File: src/sv/awbsp_pkg.sv
// Shared types and constants of the statistics buffer parser.
// No dependencies; every other file of the block imports this package.
`default_nettype none

package awbsp_pkg;

    // field widths
    localparam int WORD_W    = 16;
    localparam int IDX_W     = 13;
    localparam int LUMA_W    = 8;
    localparam int PAX_CNT_W = 14;
    localparam int BUF_W     = 17;
    localparam int LIMIT_W   = 8;
    localparam int CFG_IDX_W = 2;
    localparam int CFG_DAT_W = 17;

    // paxel layout
    localparam int GROUP_SIZE   = 8;
    localparam int GRP_W        = $clog2(GROUP_SIZE);
    localparam int SKIP_W       = $clog2(GROUP_SIZE + 1);
    localparam int REC_WORDS    = 8;
    localparam int WIR_W        = $clog2(REC_WORDS);
    localparam int DEFAULT_MAX_PAXELS = 8192;

    // word slots inside one paxel record
    localparam logic [WIR_W-1:0] WORD_GR   = WIR_W'(0);
    localparam logic [WIR_W-1:0] WORD_R    = WIR_W'(1);
    localparam logic [WIR_W-1:0] WORD_B    = WIR_W'(2);
    localparam logic [WIR_W-1:0] WORD_GB   = WIR_W'(3);
    localparam logic [WIR_W-1:0] WORD_LAST = WIR_W'(REC_WORDS - 1);

    // saturating word position
    localparam logic [BUF_W-1:0] POS_MAX = {BUF_W{1'b1}};

    // luma weights and divide-by-1000 reciprocal
    localparam int W_R          = 299;
    localparam int W_G          = 587;
    localparam int W_B          = 114;
    localparam int LUMA_DIV     = 1000;
    localparam int LUMA_MAX     = 255;
    localparam int SAT_THRESH   = (LUMA_MAX + 1) * LUMA_DIV;
    localparam int RECIP_SHIFT  = 28;
    localparam int RECIP        = 268436;
    localparam int PROD_R_W     = 25;
    localparam int PROD_G_W     = 27;
    localparam int PROD_B_W     = 23;
    localparam int TOTAL_W      = 26;
    localparam int DIVIN_W      = 18;
    localparam int RECIP_W      = 19;
    localparam int QPROD_W      = DIVIN_W + RECIP_W;

    // register indexes
    localparam logic [CFG_IDX_W-1:0] CFG_PAXEL_COUNT  = CFG_IDX_W'(0);
    localparam logic [CFG_IDX_W-1:0] CFG_BUFFER_WORDS = CFG_IDX_W'(1);
    localparam logic [CFG_IDX_W-1:0] CFG_REPEAT_LIMIT = CFG_IDX_W'(2);

    localparam logic [PAX_CNT_W-1:0] RST_PAXEL_COUNT  = PAX_CNT_W'(7224);
    localparam logic [BUF_W-1:0]     RST_BUFFER_WORDS = BUF_W'(65016);
    localparam logic [LIMIT_W-1:0]   RST_REPEAT_LIMIT = LIMIT_W'(100);

    // result kinds
    localparam logic KIND_PAXEL   = 1'b0;
    localparam logic KIND_SUMMARY = 1'b1;

    typedef struct packed {
        logic [PAX_CNT_W-1:0] pax_target;
        logic [BUF_W-1:0]     buffer_words;
        logic [LIMIT_W-1:0]   repeat_limit;
    } t_cfg;

    // everything one statistics word produces
    typedef struct packed {
        logic              pax_vld;
        logic              sum_vld;
        logic [IDX_W-1:0]  pax_idx;
        logic [WORD_W-1:0] sum_gr;
        logic [WORD_W-1:0] sum_r;
        logic [WORD_W-1:0] sum_b;
        logic [WORD_W-1:0] sum_gb;
        logic [IDX_W-1:0]  sum_idx;
        logic [WORD_W-1:0] checksum;
        logic              stuck;
    } t_bundle;

endpackage

`default_nettype wire

File: src/sv/awbsp_parser.sv
// Word-by-word parser of the statistics buffer: record walk, checksum, stuck detection.
// Depends on awbsp_pkg; feeds one registered bundle per word that yields results.
`default_nettype none

module awbsp_parser #(
    parameter int MAX_PAXELS = awbsp_pkg::DEFAULT_MAX_PAXELS
) (
    input  wire logic                          i_clk,
    input  wire logic                          i_rst_n,
    input  wire awbsp_pkg::t_cfg               i_cfg,
    input  wire logic                          i_valid,
    output logic                               o_ready,
    input  wire logic [awbsp_pkg::WORD_W-1:0]  i_stat_word,
    input  wire logic                          i_buffer_end,
    output logic                               o_valid,
    input  wire logic                          i_ready,
    output awbsp_pkg::t_bundle                 o_bundle
);
    import awbsp_pkg::*;

    localparam int CW = $clog2(MAX_PAXELS + 1);
    localparam int WW = (CW > PAX_CNT_W) ? CW : PAX_CNT_W;

    // frame state
    logic [WIR_W-1:0]   r_wir,  n_wir;
    logic [GRP_W-1:0]   r_grp,  n_grp;
    logic [SKIP_W-1:0]  r_skip, n_skip;
    logic [CW-1:0]      r_cnt,  n_cnt;
    logic [BUF_W-1:0]   r_pos,  n_pos;
    logic               r_done, n_done;
    logic [WORD_W-1:0]  r_held_gr, r_held_r, r_held_b;
    logic [WORD_W-1:0]  r_cs,   n_cs;
    logic [WORD_W-1:0]  r_prev, n_prev;
    logic [LIMIT_W-1:0] r_rc,   n_rc;

    // output stage
    logic     r_vld;
    t_bundle  r_b, n_b;

    logic accept;
    logic stage_free;
    logic stop;

    assign stage_free = !r_vld || i_ready;
    assign o_ready    = stage_free;
    assign accept     = i_valid && stage_free;
    assign o_valid    = r_vld;
    assign o_bundle   = r_b;

    // next frame state and result bundle for the current word
    always_comb begin
        logic [WW-1:0]      eff;
        logic [WW-1:0]      cnt_ext;
        logic [WW-1:0]      cnt_new;
        logic [BUF_W:0]     pos_end;
        logic [SKIP_W:0]    grp_inc;
        logic [LIMIT_W-1:0] lim;
        logic [LIMIT_W-1:0] rc_inc;
        logic [WW-1:0]      last_idx;

        n_wir  = r_wir;
        n_grp  = r_grp;
        n_skip = r_skip;
        n_cnt  = r_cnt;
        n_pos  = r_pos;
        n_done = r_done;
        n_cs   = r_cs;
        n_prev = r_prev;
        n_rc   = r_rc;

        eff = (WW'(i_cfg.pax_target) < WW'(MAX_PAXELS)) ? WW'(i_cfg.pax_target)
                                                         : WW'(MAX_PAXELS);
        cnt_ext = WW'(r_cnt);
        pos_end = {1'b0, r_pos} + (BUF_W + 1)'(REC_WORDS);
        stop    = (r_wir == WORD_GR) &&
                  ((pos_end >= {1'b0, i_cfg.buffer_words}) || (cnt_ext >= eff));
        grp_inc = (SKIP_W + 1)'(r_grp) + (SKIP_W + 1)'(1);
        lim     = (i_cfg.repeat_limit == '0) ? LIMIT_W'(1) : i_cfg.repeat_limit;
        rc_inc  = r_rc + LIMIT_W'(1);

        n_b          = '0;
        n_b.sum_gr   = r_held_gr;
        n_b.sum_r    = r_held_r;
        n_b.sum_b    = r_held_b;
        n_b.sum_gb   = i_stat_word;
        n_b.pax_idx  = IDX_W'(cnt_ext);

        // record walk
        if (!r_done) begin
            if (r_skip != '0) begin
                n_skip = r_skip - SKIP_W'(1);
            end else if (stop) begin
                n_done = 1'b1;
            end else begin
                if (r_wir <= WORD_GB) begin
                    n_cs = r_cs + i_stat_word;
                end
                if (r_wir == WORD_GB) begin
                    n_b.pax_vld = 1'b1;
                    n_cnt       = r_cnt + CW'(1);
                end
                if (r_wir == WORD_LAST) begin
                    n_wir = '0;
                    if ((grp_inc >= (SKIP_W + 1)'(GROUP_SIZE)) || (WW'(n_cnt) >= eff)) begin
                        n_skip = SKIP_W'(grp_inc);
                        n_grp  = '0;
                    end else begin
                        n_grp  = GRP_W'(grp_inc);
                    end
                end else begin
                    n_wir = r_wir + WIR_W'(1);
                end
            end
        end

        // saturating position
        if (r_pos != POS_MAX) begin
            n_pos = r_pos + BUF_W'(1);
        end

        cnt_new  = WW'(n_cnt);
        last_idx = (cnt_new == '0) ? '0 : cnt_new - WW'(1);

        // frame summary and stuck check
        if (i_buffer_end) begin
            n_b.sum_vld  = 1'b1;
            n_b.sum_idx  = IDX_W'(last_idx);
            n_b.checksum = n_cs;
            if ((n_cs == r_prev) && (n_cs != '0)) begin
                if (rc_inc >= lim) begin
                    n_rc      = '0;
                    n_b.stuck = 1'b1;
                end else begin
                    n_rc      = rc_inc;
                end
            end else begin
                n_prev = n_cs;
                n_rc   = '0;
            end
            n_wir  = '0;
            n_grp  = '0;
            n_skip = '0;
            n_cnt  = '0;
            n_pos  = '0;
            n_done = 1'b0;
            n_cs   = '0;
        end
    end

    // state registers
    always_ff @(posedge i_clk) begin
        if (!i_rst_n) begin
            r_wir  <= '0;
            r_grp  <= '0;
            r_skip <= '0;
            r_cnt  <= '0;
            r_pos  <= '0;
            r_done <= 1'b0;
            r_cs   <= '0;
            r_prev <= '0;
            r_rc   <= '0;
            r_vld  <= 1'b0;
        end else begin
            if (accept) begin
                r_wir  <= n_wir;
                r_grp  <= n_grp;
                r_skip <= n_skip;
                r_cnt  <= n_cnt;
                r_pos  <= n_pos;
                r_done <= n_done;
                r_cs   <= n_cs;
                r_prev <= n_prev;
                r_rc   <= n_rc;
            end
            if (stage_free) begin
                r_vld <= accept && (n_b.pax_vld || n_b.sum_vld);
            end
        end
    end

    // held colour sums and result bundle
    always_ff @(posedge i_clk) begin
        if (accept && !r_done && (r_skip == '0) && !stop) begin
            case (r_wir)
                WORD_GR: r_held_gr <= i_stat_word;
                WORD_R:  r_held_r  <= i_stat_word;
                WORD_B:  r_held_b  <= i_stat_word;
                default: ;
            endcase
        end
        if (stage_free) begin
            r_b <= n_b;
        end
    end

    // checks
    a_skip_at_record_start: assert property (@(posedge i_clk) disable iff (!i_rst_n)
        (r_skip != '0) |-> (r_wir == WORD_GR))
        else $error("count skip outside a record boundary");

    a_done_at_record_start: assert property (@(posedge i_clk) disable iff (!i_rst_n)
        r_done |-> (r_wir == WORD_GR))
        else $error("parsing stopped inside a record");

    a_gb_gives_paxel: assert property (@(posedge i_clk) disable iff (!i_rst_n)
        (accept && !r_done && (r_skip == '0) && (r_wir == WORD_GB))
        |=> (r_vld && r_b.pax_vld))
        else $error("Gb word did not yield a paxel result");

endmodule

`default_nettype wire

File: src/sv/awbsp_luma.sv
// Three-stage luma pipeline: weighted products, sum and saturation, divide by 1000.
// Depends on awbsp_pkg; carries the parser bundle alongside the luma value.
`default_nettype none

module awbsp_luma (
    input  wire logic                          i_clk,
    input  wire logic                          i_rst_n,
    input  wire logic                          i_valid,
    output logic                               o_ready,
    input  wire awbsp_pkg::t_bundle            i_bundle,
    output logic                               o_valid,
    input  wire logic                          i_ready,
    output awbsp_pkg::t_bundle                 o_bundle,
    output logic [awbsp_pkg::LUMA_W-1:0]       o_luma
);
    import awbsp_pkg::*;

    logic en1, en2, en3;
    logic r_vld1, r_vld2, r_vld3;
    t_bundle r_b1, r_b2, r_b3;

    logic [PROD_R_W-1:0] r_pr;
    logic [TOTAL_W-1:0]  r_pg;
    logic [PROD_B_W-1:0] r_pb;
    logic [DIVIN_W-1:0]  r_x;
    logic                r_sat;
    logic [LUMA_W-1:0]   r_luma;

    logic [PROD_R_W-1:0] w_pr;
    logic [PROD_G_W-1:0] w_pg;
    logic [PROD_B_W-1:0] w_pb;
    logic [TOTAL_W-1:0]  w_total;
    logic [QPROD_W-1:0]  w_q;

    // stage handshake
    assign en3     = !r_vld3 || i_ready;
    assign en2     = !r_vld2 || en3;
    assign en1     = !r_vld1 || en2;
    assign o_ready = en1;
    assign o_valid  = r_vld3;
    assign o_bundle = r_b3;
    assign o_luma   = r_luma;

    // weighted products, green pair halved
    assign w_pr = PROD_R_W'(i_bundle.sum_r) * PROD_R_W'(W_R);
    assign w_pg = PROD_G_W'({1'b0, i_bundle.sum_gr} + {1'b0, i_bundle.sum_gb}) * PROD_G_W'(W_G);
    assign w_pb = PROD_B_W'(i_bundle.sum_b) * PROD_B_W'(W_B);

    // weighted sum
    assign w_total = TOTAL_W'(r_pr) + r_pg + TOTAL_W'(r_pb);

    // divide by 1000 through the reciprocal, exact below the saturation point
    assign w_q = QPROD_W'(r_x) * QPROD_W'(RECIP);

    always_ff @(posedge i_clk) begin
        if (!i_rst_n) begin
            r_vld1 <= 1'b0;
            r_vld2 <= 1'b0;
            r_vld3 <= 1'b0;
        end else begin
            if (en1) r_vld1 <= i_valid;
            if (en2) r_vld2 <= r_vld1;
            if (en3) r_vld3 <= r_vld2;
        end
    end

    always_ff @(posedge i_clk) begin
        if (en1) begin
            r_b1 <= i_bundle;
            r_pr <= w_pr;
            r_pg <= w_pg[PROD_G_W-1:1];
            r_pb <= w_pb;
        end
        if (en2) begin
            r_b2  <= r_b1;
            r_x   <= w_total[DIVIN_W-1:0];
            r_sat <= (w_total >= TOTAL_W'(SAT_THRESH));
        end
        if (en3) begin
            r_b3   <= r_b2;
            r_luma <= r_sat ? LUMA_W'(LUMA_MAX) : w_q[RECIP_SHIFT+LUMA_W-1:RECIP_SHIFT];
        end
    end

endmodule

`default_nettype wire

File: src/sv/awbsp_out.sv
// Output register that unpacks a bundle into one or two results.
// Depends on awbsp_pkg; paxel result first, frame summary second.
`default_nettype none

module awbsp_out (
    input  wire logic                          i_clk,
    input  wire logic                          i_rst_n,
    input  wire logic                          i_valid,
    output logic                               o_ready,
    input  wire awbsp_pkg::t_bundle            i_bundle,
    input  wire logic [awbsp_pkg::LUMA_W-1:0]  i_luma,
    output logic                               o_out_valid,
    input  wire logic                          i_out_ready,
    output logic                               o_kind,
    output logic [awbsp_pkg::IDX_W-1:0]        o_paxel_index,
    output logic [awbsp_pkg::WORD_W-1:0]       o_sum_gr,
    output logic [awbsp_pkg::WORD_W-1:0]       o_sum_r,
    output logic [awbsp_pkg::WORD_W-1:0]       o_sum_b,
    output logic [awbsp_pkg::WORD_W-1:0]       o_sum_gb,
    output logic [awbsp_pkg::LUMA_W-1:0]       o_luma,
    output logic [awbsp_pkg::WORD_W-1:0]       o_frame_checksum,
    output logic                               o_engine_stuck,
    output logic                               o_last
);
    import awbsp_pkg::*;

    logic              r_vld;
    logic              r_second;
    t_bundle           r_b;
    logic [LUMA_W-1:0] r_luma;
    logic              show_pax;

    // paxel result shown unless it has gone already
    assign show_pax    = r_b.pax_vld && !r_second;
    assign o_out_valid = r_vld;
    assign o_last      = show_pax ? !r_b.sum_vld : 1'b1;
    assign o_ready     = !r_vld || (i_out_ready && o_last);

    // result fields
    always_comb begin
        o_kind           = show_pax ? KIND_PAXEL : KIND_SUMMARY;
        o_paxel_index    = show_pax ? r_b.pax_idx : r_b.sum_idx;
        o_sum_gr         = show_pax ? r_b.sum_gr : '0;
        o_sum_r          = show_pax ? r_b.sum_r  : '0;
        o_sum_b          = show_pax ? r_b.sum_b  : '0;
        o_sum_gb         = show_pax ? r_b.sum_gb : '0;
        o_luma           = show_pax ? r_luma     : '0;
        o_frame_checksum = show_pax ? '0 : r_b.checksum;
        o_engine_stuck   = show_pax ? 1'b0 : r_b.stuck;
    end

    always_ff @(posedge i_clk) begin
        if (!i_rst_n) begin
            r_vld    <= 1'b0;
            r_second <= 1'b0;
        end else if (o_ready) begin
            r_vld    <= i_valid;
            r_second <= 1'b0;
        end else if (r_vld && i_out_ready) begin
            r_second <= 1'b1;
        end
    end

    always_ff @(posedge i_clk) begin
        if (o_ready) begin
            r_b    <= i_bundle;
            r_luma <= i_luma;
        end
    end

    // checks
    a_summary_follows_paxel: assert property (@(posedge i_clk) disable iff (!i_rst_n)
        (o_out_valid && i_out_ready && !o_last) |=> (o_out_valid && (o_kind == KIND_SUMMARY)))
        else $error("paxel result not followed by its frame summary");

    a_paxel_fields_clean: assert property (@(posedge i_clk) disable iff (!i_rst_n)
        (o_out_valid && (o_kind == KIND_PAXEL)) |-> ((o_frame_checksum == '0) && !o_engine_stuck))
        else $error("paxel result carries summary fields");

endmodule

`default_nettype wire

File: src/sv/awb_stats_buffer_parser.sv
// Top level of the statistics buffer parser: configuration registers and the pipeline.
// Depends on awbsp_pkg, awbsp_parser, awbsp_luma and awbsp_out.
`default_nettype none

// The block takes one 16-bit statistics word per clock on the input request channel
// while o_in_ready is high and walks the paxel records (four colour sums, four skipped
// saturation words, count words after each group of up to eight paxels). Every Gb word
// yields a paxel result with its four sums and luma; the word flagged buffer_end yields a
// frame summary with the checksum and stuck flag, after the paxel result when both fall
// on the same word. Each word's results pass five registers on their way to the outputs
// (parser register, three luma stages, output register). The output register delivers
// one result per clock while the output is ready, so a word that yields two results
// holds the output until both have been taken. Words that yield no result take no
// pipeline slot; while results wait, words are still taken until the five stages are
// full, and then the input is held off. The configuration port is always ready and should
// only be written while the block is idle.

module awb_stats_buffer_parser #(
    parameter int MAX_PAXELS = awbsp_pkg::DEFAULT_MAX_PAXELS
) (
    input  wire logic                             i_clk,
    input  wire logic                             i_rst_n,
    // configuration write channel
    input  wire logic                             i_cfg_valid,
    output logic                                  o_cfg_ready,
    input  wire logic [awbsp_pkg::CFG_IDX_W-1:0]  i_cfg_index,
    input  wire logic [awbsp_pkg::CFG_DAT_W-1:0]  i_cfg_data,
    // statistics words
    input  wire logic                             i_in_valid,
    output logic                                  o_in_ready,
    input  wire logic [awbsp_pkg::WORD_W-1:0]     i_stat_word,
    input  wire logic                             i_buffer_end,
    // results
    output logic                                  o_out_valid,
    input  wire logic                             i_out_ready,
    output logic                                  o_kind,
    output logic [awbsp_pkg::IDX_W-1:0]           o_paxel_index,
    output logic [awbsp_pkg::WORD_W-1:0]          o_sum_gr,
    output logic [awbsp_pkg::WORD_W-1:0]          o_sum_r,
    output logic [awbsp_pkg::WORD_W-1:0]          o_sum_b,
    output logic [awbsp_pkg::WORD_W-1:0]          o_sum_gb,
    output logic [awbsp_pkg::LUMA_W-1:0]          o_luma,
    output logic [awbsp_pkg::WORD_W-1:0]          o_frame_checksum,
    output logic                                  o_engine_stuck,
    output logic                                  o_last
);
    import awbsp_pkg::*;

    t_cfg r_cfg;

    logic              prs_valid, prs_ready;
    t_bundle           prs_bundle;
    logic              lum_valid, lum_ready;
    t_bundle           lum_bundle;
    logic [LUMA_W-1:0] lum_luma;

    assign o_cfg_ready = 1'b1;

    // configuration registers
    always_ff @(posedge i_clk) begin
        if (!i_rst_n) begin
            r_cfg.pax_target   <= RST_PAXEL_COUNT;
            r_cfg.buffer_words <= RST_BUFFER_WORDS;
            r_cfg.repeat_limit <= RST_REPEAT_LIMIT;
        end else if (i_cfg_valid) begin
            case (i_cfg_index)
                CFG_PAXEL_COUNT:  r_cfg.pax_target   <= i_cfg_data[PAX_CNT_W-1:0];
                CFG_BUFFER_WORDS: r_cfg.buffer_words <= i_cfg_data[BUF_W-1:0];
                CFG_REPEAT_LIMIT: r_cfg.repeat_limit <= i_cfg_data[LIMIT_W-1:0];
                default: ;
            endcase
        end
    end

    awbsp_parser #(
        .MAX_PAXELS (MAX_PAXELS)
    ) u_parser (
        .i_clk        (i_clk),
        .i_rst_n      (i_rst_n),
        .i_cfg        (r_cfg),
        .i_valid      (i_in_valid),
        .o_ready      (o_in_ready),
        .i_stat_word  (i_stat_word),
        .i_buffer_end (i_buffer_end),
        .o_valid      (prs_valid),
        .i_ready      (prs_ready),
        .o_bundle     (prs_bundle)
    );

    awbsp_luma u_luma (
        .i_clk    (i_clk),
        .i_rst_n  (i_rst_n),
        .i_valid  (prs_valid),
        .o_ready  (prs_ready),
        .i_bundle (prs_bundle),
        .o_valid  (lum_valid),
        .i_ready  (lum_ready),
        .o_bundle (lum_bundle),
        .o_luma   (lum_luma)
    );

    awbsp_out u_out (
        .i_clk            (i_clk),
        .i_rst_n          (i_rst_n),
        .i_valid          (lum_valid),
        .o_ready          (lum_ready),
        .i_bundle         (lum_bundle),
        .i_luma           (lum_luma),
        .o_out_valid      (o_out_valid),
        .i_out_ready      (i_out_ready),
        .o_kind           (o_kind),
        .o_paxel_index    (o_paxel_index),
        .o_sum_gr         (o_sum_gr),
        .o_sum_r          (o_sum_r),
        .o_sum_b          (o_sum_b),
        .o_sum_gb         (o_sum_gb),
        .o_luma           (o_luma),
        .o_frame_checksum (o_frame_checksum),
        .o_engine_stuck   (o_engine_stuck),
        .o_last           (o_last)
    );

endmodule

`default_nettype wire

File: config.mk
export PLATFORM = sky130hd
export DESIGN_NAME = awb_stats_buffer_parser
export DESIGN_NICKNAME = d
export VERILOG_FILES = /design/src/sv/awbsp_pkg.sv /design/src/sv/awbsp_parser.sv /design/src/sv/awbsp_luma.sv /design/src/sv/awbsp_out.sv /design/src/sv/awb_stats_buffer_parser.sv
export SDC_FILE = /design/constraint.sdc
export NUM_CORES = 2
export LEC_CHECK = 0
export ABC_AREA = 1
export BUFFER_PORTS_ARGS = -buffer_cell sky130_fd_sc_hd__buf_2
export CORE_MARGIN = 4
export CORE_UTILIZATION = 60
export DETAILED_ROUTE_END_ITERATION = 8
export HOLD_SLACK_MARGIN = 0.12
export PLACE_DENSITY = 0.77
export SYNTH_ARGS = -nofsm -noshare
export SYNTH_HDL_FRONTEND = slang
export SYNTH_SLANG_ARGS = --single-unit
File: constraint.sdc
create_clock -name i_clk -period 17.7 [get_ports i_clk]
set_clock_uncertainty 0.1 [all_clocks]
set_input_delay 3.54 -clock i_clk [delete_from_list [all_inputs] [get_ports i_clk]]
set_output_delay 3.54 -clock i_clk [all_outputs]
set_load 0.02 [all_outputs]
==> flow_metrics.py <==
metrics = {
    "drt": {
        "drt_iter0_markers": 2231,
        "wire_per_inst_um": 18.2,
        "drt_first_pass_iters": 5,
        "ant_nets": 0,
        "vias": 27600,
        "via_per_inst": 5.45,
        "drc": 0,
        "wirelength_mm": 92.2,
    },
    "yosys": {
        "synth-seq-area-share_pct": 53.3,
        "yosys_warnings": 0,
        "synth.net_count": 4544,
        "async_flop_share_pct": 0,
        "avgSynthCellArea_um2": 11.5,
        "synth_edf_count": 697,
        "synth_area_um2": 44100,
        "syn_inst": 3848,
        "ys.flop_type": "edfxtp_1",
        "synth_cell_type_count": 63,
        "synth-seq-cells": 824,
    },
    "die": {
        "start_util_pct": 60.5,
        "io_pins": 148,
        "core_area_um2": 72800,
        "die_w_um": 279,
        "std_cell_rows": 99,
        "dieArea_um2": 77800,
        "die_h_um": 279,
    },
    "placed_design": {
        "dp_hpwl_mm": 66.3,
        "place.gp.congestion": 0.915,
        "numPortBuffers": 146,
    },
    "status": {
        "outcome": "completed",
    },
    "run": {
        "max-cap-violations": 0,
    },
    "sta": {
        "hold_viol": 0,
        "rsz0062_at_grt": "no",
        "maxSlewHeadroom_pct": 25.3,
        "setup-violations-final": 0,
        "worst-slew-pin-transition_ns": 1.12,
        "maxSlewViolCount": 0,
        "period_share_pct": 60.7,
        "min_period_ns": 10.74,
        "fin_tns_setup_ns": 0,
        "fmax_mhz": 93.1,
    },
    "setup_path": {
        "worstPathArrival_ns": 7.10,
        "r2r_end": "u_luma.r_pg[25]",
        "rr_worst_depth": 28,
        "timing.rr.start": "u_parser.o_bundle[37]",
        "cp.required_ns": 14.06,
        "end_kind": "output pin",
        "start_kind": "input port",
        "r2r_slack_ns": 10.08,
        "cp_max_fo": 68,
        "critical_path_class": "input port to output pin",
    },
    "global_routing": {
        "antenna_found_initial": 8,
        "grt_overflow": 0,
        "grt_max_degree": 87,
        "grt_pass1_wl_mm": 146,
        "grt_pass1_vias": 27000,
        "grt_use_total_pct": 23.8,
    },
    "worst_hold_path": {
        "hp-class": "flip-flop to flip-flop",
        "min-delay-start": "u_parser.r_held_b[5]",
        "hold_path_depth": 0,
        "hold-path-endpoint": "u_parser.o_bundle[51]",
    },
    "clock_tree": {
        "path_clk_slew_ns": 0.06,
        "clkSinkCount": 824,
        "postCtsHoldBufs": 0,
        "cts_tree": "built",
        "clk_path_buf_depth": 3,
        "cts.htree.levels": 3,
        "post-cts-setup-buffers": 0,
        "cts_buffers": 82,
        "cts_root_buf": "clkbuf_16",
        "clock_latency_ns": 0.65,
        "post_cts_resized": 0,
    },
    "final_layout": {
        "final_common_cell": "edfxtp_1",
        "layout_common_cells": "edfxtp_1 (697), inv_1 (599), nand2_1 (538)",
        "area_growth_pct": 10.6,
        "layout-drive-gt1-share_pct": 8.91,
        "nets": 4738,
    },
}
[flip-flops by register name, indices dropped and copies added, names as in the netlist, 14 cells and up]
signal	flops
u_out.r_b	109
u_parser.r_cs	16
u_parser.r_pos	17
u_parser.r_held_gr	16
u_luma.r_x	18
u_luma.r_b1	109
u_luma.r_b2	109
u_parser.r_held_r	16
u_luma.o_bundle	109
u_parser.o_bundle	109
u_luma.r_pg	26
u_luma.r_pb	19
u_parser.r_cnt	14
r_cfg	39
u_parser.r_prev	16
u_parser.r_held_b	16
u_luma.r_pr	24
[metrics by stage]
step | std cells | hold slack (ns) | setup WS (ns) | util [%] | cell area, um2
after floorplan | 3848 | 0.300 | 2.01 | - | 44100
after global placement | 4917 | 0.300 | 7.04 | 63.0 | 45900
after detailed placement | 4917 | 0.305 | 6.93 | 63.0 | 45900
after CTS | 5069 | 0.294 | 6.86 | 66.9 | 48700
after global routing | 5069 | 0.309 | 6.57 | 66.9 | 48700
final | 5073 | 0.299 | 6.96 | 66.9 | 48700
[worst max path at each step]
stage                            from          to  depth (start not counted)
after global routing      i_out_ready  o_in_ready                         10
after CTS                 i_out_ready  o_in_ready                         10
after global placement    i_out_ready  o_in_ready                         10
after detailed placement  i_out_ready  o_in_ready                         10
final                     i_out_ready  o_in_ready                         10
after floorplan           i_out_ready  o_in_ready                          8
[area by class of cell]
class,count,area (um2)
sequential,824,23500
inverter,610,2300
clock buffer,103,2210
antenna,4,10.0
tap,959,1200
multi-input combinational,2362,18100
timing repair buffer,162,851
fill,5363,24100
clock inverter,49,603
[critical path: stages]
cell and delay, ns:
buf_2 0.09, nand2_1 0.09, nand2_4 0.54, nor2_1 0.16, inv_4 0.59, nor2_1 0.18, inv_4 0.72, nor2_1 0.31
nand2_4 0.55, buf_2 0.27
[synth_stat cells (38+ instances only)]
library cell	n	area [um2]
nand3_1	136	681
dfxtp_1	127	2540
o21ai_0	104	521
nand2_1	541	2030
fa_1	170	3400
nor2_1	297	1110
a21oi_1	238	1190
inv_1	600	2250
edfxtp_1	697	20900
clkbuf_1	38	143
ha_1	485	6070
xor2_1	103	902
[layer usage]
layer | part of all wire (%) | up-vias | GRT usage [%]
li1 | - | 13400 | -
met1 | 45 | 13200 | 35.6
met2 | 45 | 876 | 37.2
met3 | 7.0 | 150 | 3.75
met4 | 2.1 | 4 | 5.67
met5 | 0.024 | - | 0
[cells by family after synthesis]
group           count (synthesis)  synth area share (%)
compound gates                465                  5.99
fa+ha+maj                     655                  21.5
xor+xnor                      139                  2.76
flops                         824                  53.3
simple gates                 1101                  10.6
buf+inv                       662                  5.82
other cells                     1               0.00851
mux                             1                0.0227
Power is not shown: default switching activity piles up to over one toggle a cycle in this logic, so the estimate is an artifact.
